`src/sv/foat_pkg.sv`:
```
// ---------------------------------------------------------------------------
// foat_pkg
// Types and constants of the frequency offset averaging tracker.
// ---------------------------------------------------------------------------
package foat_pkg;

    // Field widths
    localparam int EST_W = 8;
    localparam int OFF_W = 8;

    // Command codes
    localparam logic CMD_SAMPLE    = 1'b0;
    localparam logic CMD_CALIBRATE = 1'b1;

    // Offset clamp limits
    localparam logic signed [OFF_W-1:0] OFFSET_MAX = 8'sd127;
    localparam logic signed [OFF_W-1:0] OFFSET_MIN = -8'sd128;

    // One input word as held in the input register
    typedef struct packed {
        logic                    cmd;
        logic signed [EST_W-1:0] freq_estimate;
    } item_t;

    // Result of processing one word
    typedef struct packed {
        logic                    emit;
        logic signed [OFF_W-1:0] offset_value;
        logic                    from_calibrate;
    } result_t;

endpackage

```
`src/sv/foat_stream_ifs.sv`:
```
// ---------------------------------------------------------------------------
// foat_stream_ifs
// Valid/ready channels for estimate words and offset result words.
// ---------------------------------------------------------------------------
interface foat_item_if;
    logic                                valid;
    logic                                ready;
    logic                                cmd;
    logic signed [foat_pkg::EST_W-1:0]   freq_estimate;

    modport source (output valid, output cmd, output freq_estimate, input ready);
    modport sink   (input valid, input cmd, input freq_estimate, output ready);
endinterface

interface foat_result_if;
    logic                                valid;
    logic                                ready;
    logic signed [foat_pkg::OFF_W-1:0]   offset_value;
    logic                                from_calibrate;

    modport source (output valid, output offset_value, output from_calibrate, input ready);
    modport sink   (input valid, input offset_value, input from_calibrate, output ready);
endinterface

```
`src/sv/foat_div.sv`:
```
// ---------------------------------------------------------------------------
// foat_div
// Signed divide of the window sum by the window size, truncating toward
// zero, done as a reciprocal multiply on the magnitude.
// ---------------------------------------------------------------------------
module foat_div #(
    parameter int WINDOW_SIZE = 8,
    parameter int SUM_W       = 11
) (
    input  logic signed [SUM_W-1:0]            sum,
    output logic signed [foat_pkg::OFF_W-1:0]  quotient
);

    localparam int MAG_W   = SUM_W;
    localparam int LOG_W   = $clog2(WINDOW_SIZE);
    localparam int SHIFT   = MAG_W + LOG_W;
    localparam int RECIP_W = MAG_W + 1;
    localparam int PROD_W  = MAG_W + RECIP_W;
    // ceil(2^SHIFT / WINDOW_SIZE) gives an exact floor for any magnitude below 2^MAG_W
    localparam logic [RECIP_W-1:0] RECIP =
        RECIP_W'(((longint'(1) << SHIFT) + WINDOW_SIZE - 1) / WINDOW_SIZE);

    logic             neg;
    logic [MAG_W-1:0] mag;
    logic [PROD_W-1:0] prod;
    logic [foat_pkg::OFF_W-1:0] q_mag;

    // Take the magnitude, scale by the reciprocal, restore the sign
    always_comb
    begin
        neg      = sum[SUM_W-1];
        mag      = neg ? MAG_W'(-sum) : MAG_W'(sum);
        prod     = PROD_W'(mag) * PROD_W'(RECIP);
        q_mag    = foat_pkg::OFF_W'(prod >> SHIFT);
        quotient = neg ? signed'(-q_mag) : signed'(q_mag);
    end

endmodule

```
`src/sv/foat_track.sv`:
```
// ---------------------------------------------------------------------------
// foat_track
// Window accumulator and offset state; computes the result of one word.
// ---------------------------------------------------------------------------
module foat_track #(
    parameter int WINDOW_SIZE = 8
) (
    input  logic              clk,
    input  logic              rst_n,
    input  logic              advance,
    input  foat_pkg::item_t   item,
    output foat_pkg::result_t result
);

    localparam int SUM_W = $clog2(WINDOW_SIZE * 128) + 1;
    localparam int CNT_W = (WINDOW_SIZE > 1) ? $clog2(WINDOW_SIZE) : 1;
    localparam logic [CNT_W-1:0] LAST = CNT_W'(WINDOW_SIZE - 1);
    localparam int OSUM_W = foat_pkg::OFF_W + 1;

    logic signed [SUM_W-1:0]           sum_reg, sum_next;
    logic [CNT_W-1:0]                  count_reg, count_next;
    logic signed [foat_pkg::OFF_W-1:0] offset_reg, offset_next;

    logic signed [SUM_W-1:0]           sum_add;
    logic signed [foat_pkg::OFF_W-1:0] avg;
    logic signed [OSUM_W-1:0]          off_sum;
    logic signed [foat_pkg::OFF_W-1:0] off_clamped;
    logic                              is_cal;
    logic                              window_done;

    // Divide the completed window sum
    foat_div #(
        .WINDOW_SIZE (WINDOW_SIZE),
        .SUM_W       (SUM_W)
    ) u_div (
        .sum      (sum_add),
        .quotient (avg)
    );

    // Accumulate, average and clamp
    always_comb
    begin
        is_cal      = (item.cmd == foat_pkg::CMD_CALIBRATE);
        sum_add     = sum_reg + SUM_W'(item.freq_estimate);
        window_done = !is_cal && (count_reg == LAST);
        off_sum     = OSUM_W'(offset_reg) + OSUM_W'(avg);
        if (off_sum >= OSUM_W'(foat_pkg::OFFSET_MAX))
            off_clamped = foat_pkg::OFFSET_MAX;
        else if (off_sum <= OSUM_W'(foat_pkg::OFFSET_MIN))
            off_clamped = foat_pkg::OFFSET_MIN;
        else
            off_clamped = foat_pkg::OFF_W'(off_sum);

        sum_next    = sum_reg;
        count_next  = count_reg;
        offset_next = offset_reg;
        if (is_cal)
        begin
            offset_next = '0;
        end
        else if (window_done)
        begin
            sum_next    = '0;
            count_next  = '0;
            offset_next = off_clamped;
        end
        else
        begin
            sum_next   = sum_add;
            count_next = count_reg + CNT_W'(1);
        end

        result.emit           = is_cal || window_done;
        result.offset_value   = is_cal ? '0 : off_clamped;
        result.from_calibrate = is_cal;
    end

    // Update state when the held word is processed
    always_ff @(posedge clk or negedge rst_n)
    begin
        if (!rst_n)
        begin
            sum_reg    <= '0;
            count_reg  <= '0;
            offset_reg <= '0;
        end
        else if (advance)
        begin
            sum_reg    <= sum_next;
            count_reg  <= count_next;
            offset_reg <= offset_next;
        end
    end

endmodule

```
`src/sv/freq_offset_averaging_tracker.sv`:
```
// ---------------------------------------------------------------------------
// freq_offset_averaging_tracker
// Averages frequency-error estimates over fixed windows and tracks a
// clamped offset; a calibrate word clears the offset.
// ---------------------------------------------------------------------------
// Path: a word accepted into the input register reaches the result register
//   when it advances; no result for a sample word that ends no window.
// Throughput: one word per cycle unless result backpressure stalls it; the
//   accumulate, divide and clamp fit in the single stage between the input
//   and result registers.
// Reset: rst_n clears the window sum, sample count, offset and both valids.
// ---------------------------------------------------------------------------
module freq_offset_averaging_tracker #(
    parameter int WINDOW_SIZE = 8
) (
    input  logic                 clk,
    input  logic                 rst_n,
    foat_item_if.sink            item,
    foat_result_if.source        result
);

    logic              stage_valid_reg, stage_valid_next;
    foat_pkg::item_t   stage_item_reg;
    logic              out_valid_reg, out_valid_next;
    foat_pkg::result_t out_res_reg;
    foat_pkg::result_t calc;
    logic              out_free;
    logic              advance;
    logic              take;

    // Process the held word
    foat_track #(
        .WINDOW_SIZE (WINDOW_SIZE)
    ) u_track (
        .clk     (clk),
        .rst_n   (rst_n),
        .advance (advance),
        .item    (stage_item_reg),
        .result  (calc)
    );

    // Handshake control
    always_comb
    begin
        out_free   = !out_valid_reg || result.ready;
        advance    = stage_valid_reg && out_free;
        item.ready = !stage_valid_reg || out_free;
        take       = item.valid && item.ready;

        stage_valid_next = take ? 1'b1 : (advance ? 1'b0 : stage_valid_reg);
        if (advance && calc.emit)
            out_valid_next = 1'b1;
        else if (result.ready)
            out_valid_next = 1'b0;
        else
            out_valid_next = out_valid_reg;
    end

    // Hold valid flags
    always_ff @(posedge clk or negedge rst_n)
    begin
        if (!rst_n)
        begin
            stage_valid_reg <= 1'b0;
            out_valid_reg   <= 1'b0;
        end
        else
        begin
            stage_valid_reg <= stage_valid_next;
            out_valid_reg   <= out_valid_next;
        end
    end

    // Load input and result words
    always_ff @(posedge clk)
    begin
        if (take)
        begin
            stage_item_reg.cmd           <= item.cmd;
            stage_item_reg.freq_estimate <= item.freq_estimate;
        end
        if (advance && calc.emit)
            out_res_reg <= calc;
    end

    assign result.valid          = out_valid_reg;
    assign result.offset_value   = out_res_reg.offset_value;
    assign result.from_calibrate = out_res_reg.from_calibrate;

endmodule

```
`src/flat_wrapper.sv`:
```
// flat-port wrapper written by rule: the top's interface ports become plain ports
module freq_offset_averaging_tracker_flat 
#(
    parameter int WINDOW_SIZE = 8
)
  (clk, rst_n, item_valid, item_cmd, item_freq_estimate, item_ready, result_valid, result_offset_value, result_from_calibrate, result_ready);
  foat_item_if item_i ();
  foat_result_if result_i ();
  input  logic clk;
  input  logic rst_n;
  input wire logic [$bits(item_i.valid)-1:0] item_valid;
  input wire logic [$bits(item_i.cmd)-1:0] item_cmd;
  input wire logic [$bits(item_i.freq_estimate)-1:0] item_freq_estimate;
  output wire logic [$bits(item_i.ready)-1:0] item_ready;
  output wire logic [$bits(result_i.valid)-1:0] result_valid;
  output wire logic [$bits(result_i.offset_value)-1:0] result_offset_value;
  output wire logic [$bits(result_i.from_calibrate)-1:0] result_from_calibrate;
  input wire logic [$bits(result_i.ready)-1:0] result_ready;
  assign item_i.valid = item_valid;
  assign item_i.cmd = item_cmd;
  assign item_i.freq_estimate = item_freq_estimate;
  assign item_ready = item_i.ready;
  assign result_valid = result_i.valid;
  assign result_offset_value = result_i.offset_value;
  assign result_from_calibrate = result_i.from_calibrate;
  assign result_i.ready = result_ready;
  freq_offset_averaging_tracker #(.WINDOW_SIZE(WINDOW_SIZE)) u_core (.clk(clk), .rst_n(rst_n), .item(item_i), .result(result_i));
endmodule
```
`config.mk`:
```
export PLATFORM = sky130hd
export DESIGN_NAME = freq_offset_averaging_tracker_flat
export DESIGN_NICKNAME = d
export VERILOG_FILES = /design/src/sv/foat_pkg.sv /design/src/sv/foat_stream_ifs.sv /design/src/sv/foat_div.sv /design/src/sv/foat_track.sv /design/src/sv/freq_offset_averaging_tracker.sv /design/src/flat_wrapper.sv
export SDC_FILE = /design/constraint.sdc
export NUM_CORES = 1
export LEC_CHECK = 0
export ABC_AREA = 1
export BUFFER_PORTS_ARGS = -buffer_cell sky130_fd_sc_hd__buf_2
export CORE_MARGIN = 2
export CORE_UTILIZATION = 43
export CTS_CLUSTER_SIZE = 40
export DETAILED_ROUTE_END_ITERATION = 12
export SYNTH_ARGS = -nofsm -noshare
export SYNTH_HDL_FRONTEND = slang
export SYNTH_SLANG_ARGS = --single-unit
export TNS_END_PERCENT = 50
```
`constraint.sdc`:
```
create_clock -name clk -period 3.8 [get_ports clk]
set_input_delay 0.38 -clock clk [delete_from_list [all_inputs] [get_ports clk]]
set_output_delay 0.38 -clock clk [all_outputs]
set_load 0.005 [all_outputs]
```
==> results of run 1 <==
metrics by stage:
stage                     instance area [µm²]  std cells  hold WS (ns)   util  setup slack, ns
after CTS                                4080        586         0.109  0.572          -0.0926
after detailed placement                 3700        566         0.443  0.519           -0.205
final                                    4250        587        0.0767  0.596          -0.0746
after floorplan                          3140        403        0.0844      -           0.0172
after global routing                     4250        587         0.141  0.596           -0.372
after global placement                   3700        566         0.440  0.519           -0.151
kinds of logic after synthesis:
kind of cell / after synthesis
xor gates and xnor gates: 10
and+or+nand+nor: 222
AOI/OAI and AO/OA: 47
DFF: 42
buffers and inverters: 59
adders and majority gates: 23
how the worst max path moves through the flow:
stage | cells after the start | to | startpoint | slack [ns]
after floorplan | 29 | u_core.u_track.offset_reg[0]$_DFFE_PN0P_ | u_core.u_track.sum_reg[0]$_DFFE_PN0P_ | 0.02
after global placement | 25 | u_core.result.offset_value[6]$_SDFFCE_PP0P_ | u_core.stage_item_reg[7]$_DFFE_PP_ | -0.15
after detailed placement | 27 | u_core.result.offset_value[6]$_SDFFCE_PP0P_ | u_core.stage_item_reg[7]$_DFFE_PP_ | -0.21
after CTS | 27 | u_core.u_track.offset_reg[0]$_DFFE_PN0P_ | u_core.u_track.sum_reg[0]$_DFFE_PN0P_ | -0.09
after global routing | 25 | u_core.u_track.offset_reg[5]$_DFFE_PN0P_ | u_core.u_track.sum_reg[0]$_DFFE_PN0P_ | -0.37
final | 25 | u_core.result.offset_value[5]$_SDFFCE_PP0P_ | u_core.stage_item_reg[7]$_DFFE_PP_ | -0.07
worst max-delay path, delay by kind of cell (launching register included):
| family | cells | cell delay [ns] |
|---|---|---|
| XOR/XNOR | 2 | 0.32 |
| flip-flops | 1 | 0.54 |
| adder cells (fa/ha/maj) | 3 | 0.75 |
| buffers and inverters | 7 | 0.74 |
| AO/OA/AOI/OAI | 3 | 0.34 |
| AND/OR/NAND/NOR | 10 | 0.96 |
layout make-up:
cell class	instances	area, µm²
fill	654	2880
sequential	42	1140
inverter	54	215
timing repair buffer	81	554
multi-input combinational	303	2120
clock buffer	6	82.6
tap	99	124
clock inverter	2	12.5
layout by cell type (no fill, tap or decap), types with 2 or more instances in the layout:
master | netlist | layout
inv_2 | 3 | 7
inv_1 | 47 | 42
o21ai_0 | 27 | 25
nand4_1 | 8 | 8
fa_2 | 0 | 2
clkbuf_8 | 0 | 6
nor2_1 | 15 | 11
o21ai_1 | 4 | 3
ha_1 | 21 | 9
nand3_2 | 5 | 10
xor2_1 | 7 | 4
xor2_2 | 0 | 3
nand3_1 | 35 | 27
xnor2_1 | 3 | 3
nor3_1 | 3 | 3
dfrtp_1 | 24 | 24
o21ai_2 | 1 | 4
inv_4 | 0 | 3
a21oi_2 | 3 | 10
ha_2 | 0 | 2
nand3b_1 | 7 | 7
edfxtp_1 | 18 | 18
nand2_2 | 12 | 21
nor2_2 | 4 | 7
buf_4 | 0 | 57
nor2_4 | 2 | 3
ha_4 | 0 | 10
nand3_4 | 1 | 4
nand2_4 | 5 | 13
nand2_1 | 122 | 106
buf_2 | 0 | 23
per-layer routing:
metal	global-route usage	vias up
li1	-	1485
met1	0.275	1373
met2	0.351	48
met3	0.0277	14
met4	0.0760	0
met5	0	-
repair_timing:
action,in CTS,in global routing
gates cloned,1,0
pin swaps,27,28
setup endpoints to repair,14,16
setup buffers,11,1
resized for setup,37,41
==> results.rst, run 1 <==
.. list-table::
   :header-rows: 1

   * - Metric
     - Value
   * - Syn Std Cell Area
     - 0.00312 mm²
   * - Clock edge transition at the registers on the reported setup and hold paths
     - 0.09 ns
   * - Proportion of synthesized chip area in sequential cells
     - 0.366
   * - Worst clock skew
     - 0.00783 ns
   * - Worst reg2reg path endpoint
     - u_core.result.offset_value[5]$_SDFFCE_PP0P_
   * - Cell at the root of the clock tree
     - clkbuf_8
   * - Most common cell in the synthesized netlist
     - nand2_1
   * - Cts-stage hold buffer count
     - 0
   * - Final number of max-transition violations
     - 0
   * - Synth-to-layout area growth
     - 36.5%
   * - Nets in the synthesized netlist
     - 439
   * - Boundary pin count
     - 24
   * - Routed met2 length
     - 3730 µm
   * - Ys flop type
     - dfrtp_1
   * - Endpoint class of the critical path
     - flip-flop
   * - Via count of the routed design
     - 2920
   * - Number of antenna diodes
     - 0
   * - Launch point of the worst reg-to-reg path
     - u_core.stage_item_reg[7]$_DFFE_PP_
   * - Drt first-iter violations
     - 113
   * - Number of antenna violations at the first check in global routing
     - 0
   * - Final setup fails
     - 14
   * - Run status
     - complete, but fails checks
   * - WL/cell
     - 13.3 µm
   * - RSZ-0062 raised after global routing
     - true
   * - Period utilization
     - 1.02
   * - Top Metal Used
     - met4
   * - Number of unique standard cell types used by synthesis
     - 36
   * - Number of global-route vias before repair
     - 2893
   * - Compound-cell area share of the yosys netlist
     - 0.0823
   * - Type of element launching the critical path
     - flip-flop
   * - Post-synth EDFFs
     - 18
   * - Cells on worst reg2reg path
     - 25
   * - Largest family of logic cells by synthesized area
     - simple AND/OR/NAND/NOR gates
   * - CTS H-Tree Depth
     - 2
   * - Amount of wire on met3 after detailed routing
     - 215 µm
   * - Final worst-path setup slack
     - -0.0746 ns
   * - Worst-path cell with the longest stage delay
     - edfxtp_1
   * - Wire length of the first global-routing pass
     - 12900 µm
   * - Critical path's most frequent cell
     - buf_4
   * - Drt drc
     - 0
   * - Flip-flop count of the largest register after layout
     - 11
   * - Share of layout cells above drive strength 1
     - 0.395
   * - Drt via density
     - 4.97
   * - Post-synthesis cell type with the largest combined area
     - dfrtp_1
   * - Detailed-route wire length on metal 1
     - 3630 µm
   * - Clock buffer depth
     - 2
   * - Area share of xor/xnor cells in the synthesized design
     - 0.0281
   * - Hold crit path type
     - input port to async pin
   * - Hold Fails Final Rpt
     - 0
   * - Antenna viol nets, final
     - 0
   * - Clock sinks
     - 42
   * - Area contributors post-synth
     - dfrtp_1, edfxtp_1, nand2_1, ha_1, inv_1
   * - Post-synthesis share of cell area spent on and, or, nand and nor gates
     - 0.350
   * - Synth warnings
     - 0
   * - Share of the synthesized area in the top cell type
     - 0.193
   * - Avg Synthesized Cell Area
     - 7.73 µm²
   * - Number of buffer cells added on primary ports
     - 23
   * - Worst Setup Path Type
     - flip-flop to flip-flop
   * - Adder and majority cell fraction of the synthesized area
     - 0.0971
   * - Portion of netlist area occupied by mux cells
     - 0
   * - Required time of the worst setup path
     - 3.87 ns
   * - Highest fanout seen on the critical path
     - 5
   * - CTS tree
     - yes
   * - Proportion of synthesized flip-flops having asynchronous set or reset
     - 0.571
   * - Cells after synthesis
     - 403
   * - Overall die area
     - 0.00795 mm²
   * - Max Cap Violations
     - 0
   * - Minimum clock period after layout
     - 3.87 ns
   * - Largest net degree at the start of global routing
     - 25
   * - Placeable core region
     - 0.00714 mm²
   * - Number of buffers created by CTS
     - 5
   * - Worst reg-to-reg setup slack
     - -0.07 ns
   * - Final WL
     - 7800 µm
   * - Die width
     - 89.1 µm
   * - Post-synth top cells
     - nand2_1, inv_1, nand3_1
   * - Maximum single-stage delay on the critical path
     - 0.54 ns
   * - Maximum frequency from static timing analysis
     - 258 MHz
   * - Cell row count
     - 31
   * - Worst slew margin relative to its limit
     - 0.517
   * - Gpl congestion
     - 0.855
   * - Violated checks
     - setup timing
   * - Critical Path AT
     - 3.94 ns
   * - HPWL after DPL
     - 5410 µm
   * - Total gr overflow
     - 0
   * - Flop and latch count out of synthesis
     - 42
   * - GRT Overall Usage
     - 0.209
   * - Sum of negative setup slack
     - -0.575 ns
   * - Post-layout nets
     - 523
   * - Die height
     - 89.1 µm
   * - Clock Latency Late Sink
     - 0.31 ns
   * - Initial standard-cell utilization of the core
     - 0.437
   * - First-pass detailed-route iteration total
     - 4
   * - Transition time at the pin with the least slew margin
     - 0.724 ns
Power of run 1 is not shown: default switching activity piles up to over one toggle a cycle in this logic, so the estimate is an artifact.
==> inputs of run 2 (changes only) <==
- CORE_UTILIZATION: 43 -> 50
- PLACE_DENSITY: unset -> 0.71
==> results.rst, run 2 (synthesized netlist as in run 1, its figures left out) <==
.. list-table::
   :header-rows: 1

   * - Metric
     - Value
   * - Type of element launching the critical path
     - flip-flop
   * - Clock edge transition at the registers on the reported setup and hold paths
     - 0.09 ns
   * - First-pass detailed-route iteration total
     - 5
   * - Hold crit path type
     - input port to async pin
   * - Initial standard-cell utilization of the core
     - 0.523
   * - Flip-flop count of the largest register after layout
     - 11
   * - Cell at the root of the clock tree
     - clkbuf_8
   * - Critical Path AT
     - 4.39 ns
   * - Placeable core region
     - 0.00596 mm²
   * - Max Cap Violations
     - 0
   * - Minimum clock period after layout
     - 4.15 ns
   * - Kind of cell with the highest combined delay on the critical path
     - simple AND/OR/NAND/NOR gates
   * - Hold Fails Final Rpt
     - 0
   * - Final worst-path setup slack
     - -0.349 ns
   * - Wire length of the first global-routing pass
     - 13100 µm
   * - CTS H-Tree Depth
     - 2
   * - Clock Latency Late Sink
     - 0.30 ns
   * - Number of buffer cells added on primary ports
     - 23
   * - Post-layout nets
     - 523
   * - Gpl congestion
     - 0.881
   * - Final number of max-transition violations
     - 0
   * - Maximum frequency from static timing analysis
     - 241 MHz
   * - Highest fanout seen on the critical path
     - 9
   * - Drt via density
     - 5.63
   * - Total gr overflow
     - 0
   * - Number of antenna diodes
     - 0
   * - Number of antenna violations at the first check in global routing
     - 0
   * - Period utilization
     - 1.09
   * - Run status
     - complete, but fails checks
   * - Post-Route Utilization
     - 0.726
   * - Die width
     - 83.0 µm
   * - Bufs and invs on worst path
     - 4
   * - Synth-to-layout area growth
     - 38.7%
   * - Endpoint class of the critical path
     - flip-flop
   * - Worst slew margin relative to its limit
     - 0.564
   * - Number of global-route vias before repair
     - 2951
   * - Final setup fails
     - 16
   * - Cell row count
     - 28
   * - Share of layout cells above drive strength 1
     - 0.398
   * - Boundary pin count
     - 24
   * - Clock buffer depth
     - 2
   * - Placed Instances
     - 539
   * - Number of buffers created by CTS
     - 5
   * - Via count of the routed design
     - 3170
   * - Required time of the worst setup path
     - 4.04 ns
   * - Die height
     - 83.0 µm
   * - Worst clock skew
     - 0.00989 ns
   * - RSZ-0062 raised after global routing
     - true
   * - Antenna viol nets, final
     - 0
   * - Overall die area
     - 0.00688 mm²
   * - CTS tree
     - yes
   * - Largest net degree at the start of global routing
     - 25
   * - Drt drc
     - 0
   * - Final WL
     - 8750 µm
   * - Most common cell after layout, fill and taps aside
     - nand2_1
   * - GRT Overall Usage
     - 0.230
   * - Number of standard cells in the final layout excluding fillers
     - 563
   * - Maximum single-stage delay on the critical path
     - 0.55 ns
   * - Total number of cells along the worst setup path
     - 27
   * - Highest-count cells in the layout ignoring fill and taps
     - nand2_1, buf_4, inv_1
   * - Cts-stage hold buffer count
     - 0
   * - WL/cell
     - 15.5 µm
   * - Worst-path cell with the longest stage delay
     - fa_2
   * - Transition time at the pin with the least slew margin
     - 0.655 ns
   * - Drt first-iter violations
     - 285
   * - HPWL after DPL
     - 5200 µm
   * - Violated checks
     - setup timing
   * - Clock sinks
     - 42
   * - Cells on worst reg2reg path
     - 27
   * - Worst Setup Path Type
     - flip-flop to flip-flop
run 2: worst paths after layout:
| path | startpoint | slack, ns | to |
|---|---|---|---|
| worst max-delay path | u_core.u_track.sum_reg[0]$_DFFE_PN0P_ | -0.35 | u_core.u_track.offset_reg[3]$_DFFE_PN0P_ |
| worst min-delay path | rst_n | 0.07 | u_core.u_track.sum_reg[7]$_DFFE_PN0P_ |
| worst max register to register | u_core.u_track.sum_reg[0]$_DFFE_PN0P_ | -0.35 | u_core.u_track.offset_reg[3]$_DFFE_PN0P_ |
| worst min register to register | u_core.u_track.offset_reg[0]$_DFFE_PN0P_ | 0.51 | u_core.u_track.offset_reg[0]$_DFFE_PN0P_ |
| max in group asynchronous | rst_n | 3.32 | u_core.u_track.sum_reg[0]$_DFFE_PN0P_ |
| min in group clk | item_freq_estimate[6] | 0.25 | u_core.stage_item_reg[6]$_DFFE_PP_ |
run 2: timing repair:
action | in CTS | in global routing
buffers inserted | 11 | 4
pin swaps | 40 | 20
resized for setup | 43 | 49
endpoints found under the setup margin | 14 | 16
cloned | 1 | 0
run 2: area by class of cell:
cell class / count / area [µm²]
multi-input combinational: 303 / 2190
fill: 423 / 1630
sequential: 42 / 1140
timing repair buffer: 81 / 566
inverter: 54 / 221
tap: 75 / 93.8
clock buffer: 6 / 72.6
clock inverter: 2 / 37.5
run 2: metal layers:
layer,wire [µm],GRT usage,up-vias,share of wire
li1,-,-,1487,-
met5,0,0,-,0
met1,3630,0.301,1514,0.41
met2,4350,0.393,139,0.50
met3,517,0.0427,30,0.059
met4,253,0.0566,0,0.029
run 2: per-stage QoR:
stage / hold WS, ns / worst slack (ns) / setup TNS (ns) / instance area [µm²]
4_1_cts: 0.101 / -0.0585 / -0.493 / 4060
5_1_grt: 0.136 / -0.580 / -8.24 / 4320
6_report: 0.0723 / -0.349 / -4.35 / 4320
2_1_floorplan: 0.0844 / 0.0172 / 0 / 3140
3_5_place_dp: 0.429 / -0.268 / -2.35 / 3650
3_3_place_gp: 0.427 / -0.179 / -0.976 / 3650
run 2: worst reg2reg max path, delay by kind of cell, from the launching register on:
family                     cells  cell delay [ns]
DFF                            1             0.36
adders and majority gates      4             1.24
buffers and inverters          4             0.35
AOI/OAI and AO/OA              1             0.14
and+or+nand+nor               15             1.50
xor gates and xnor gates       3             0.52
Power of run 2 is left out for the same reason.
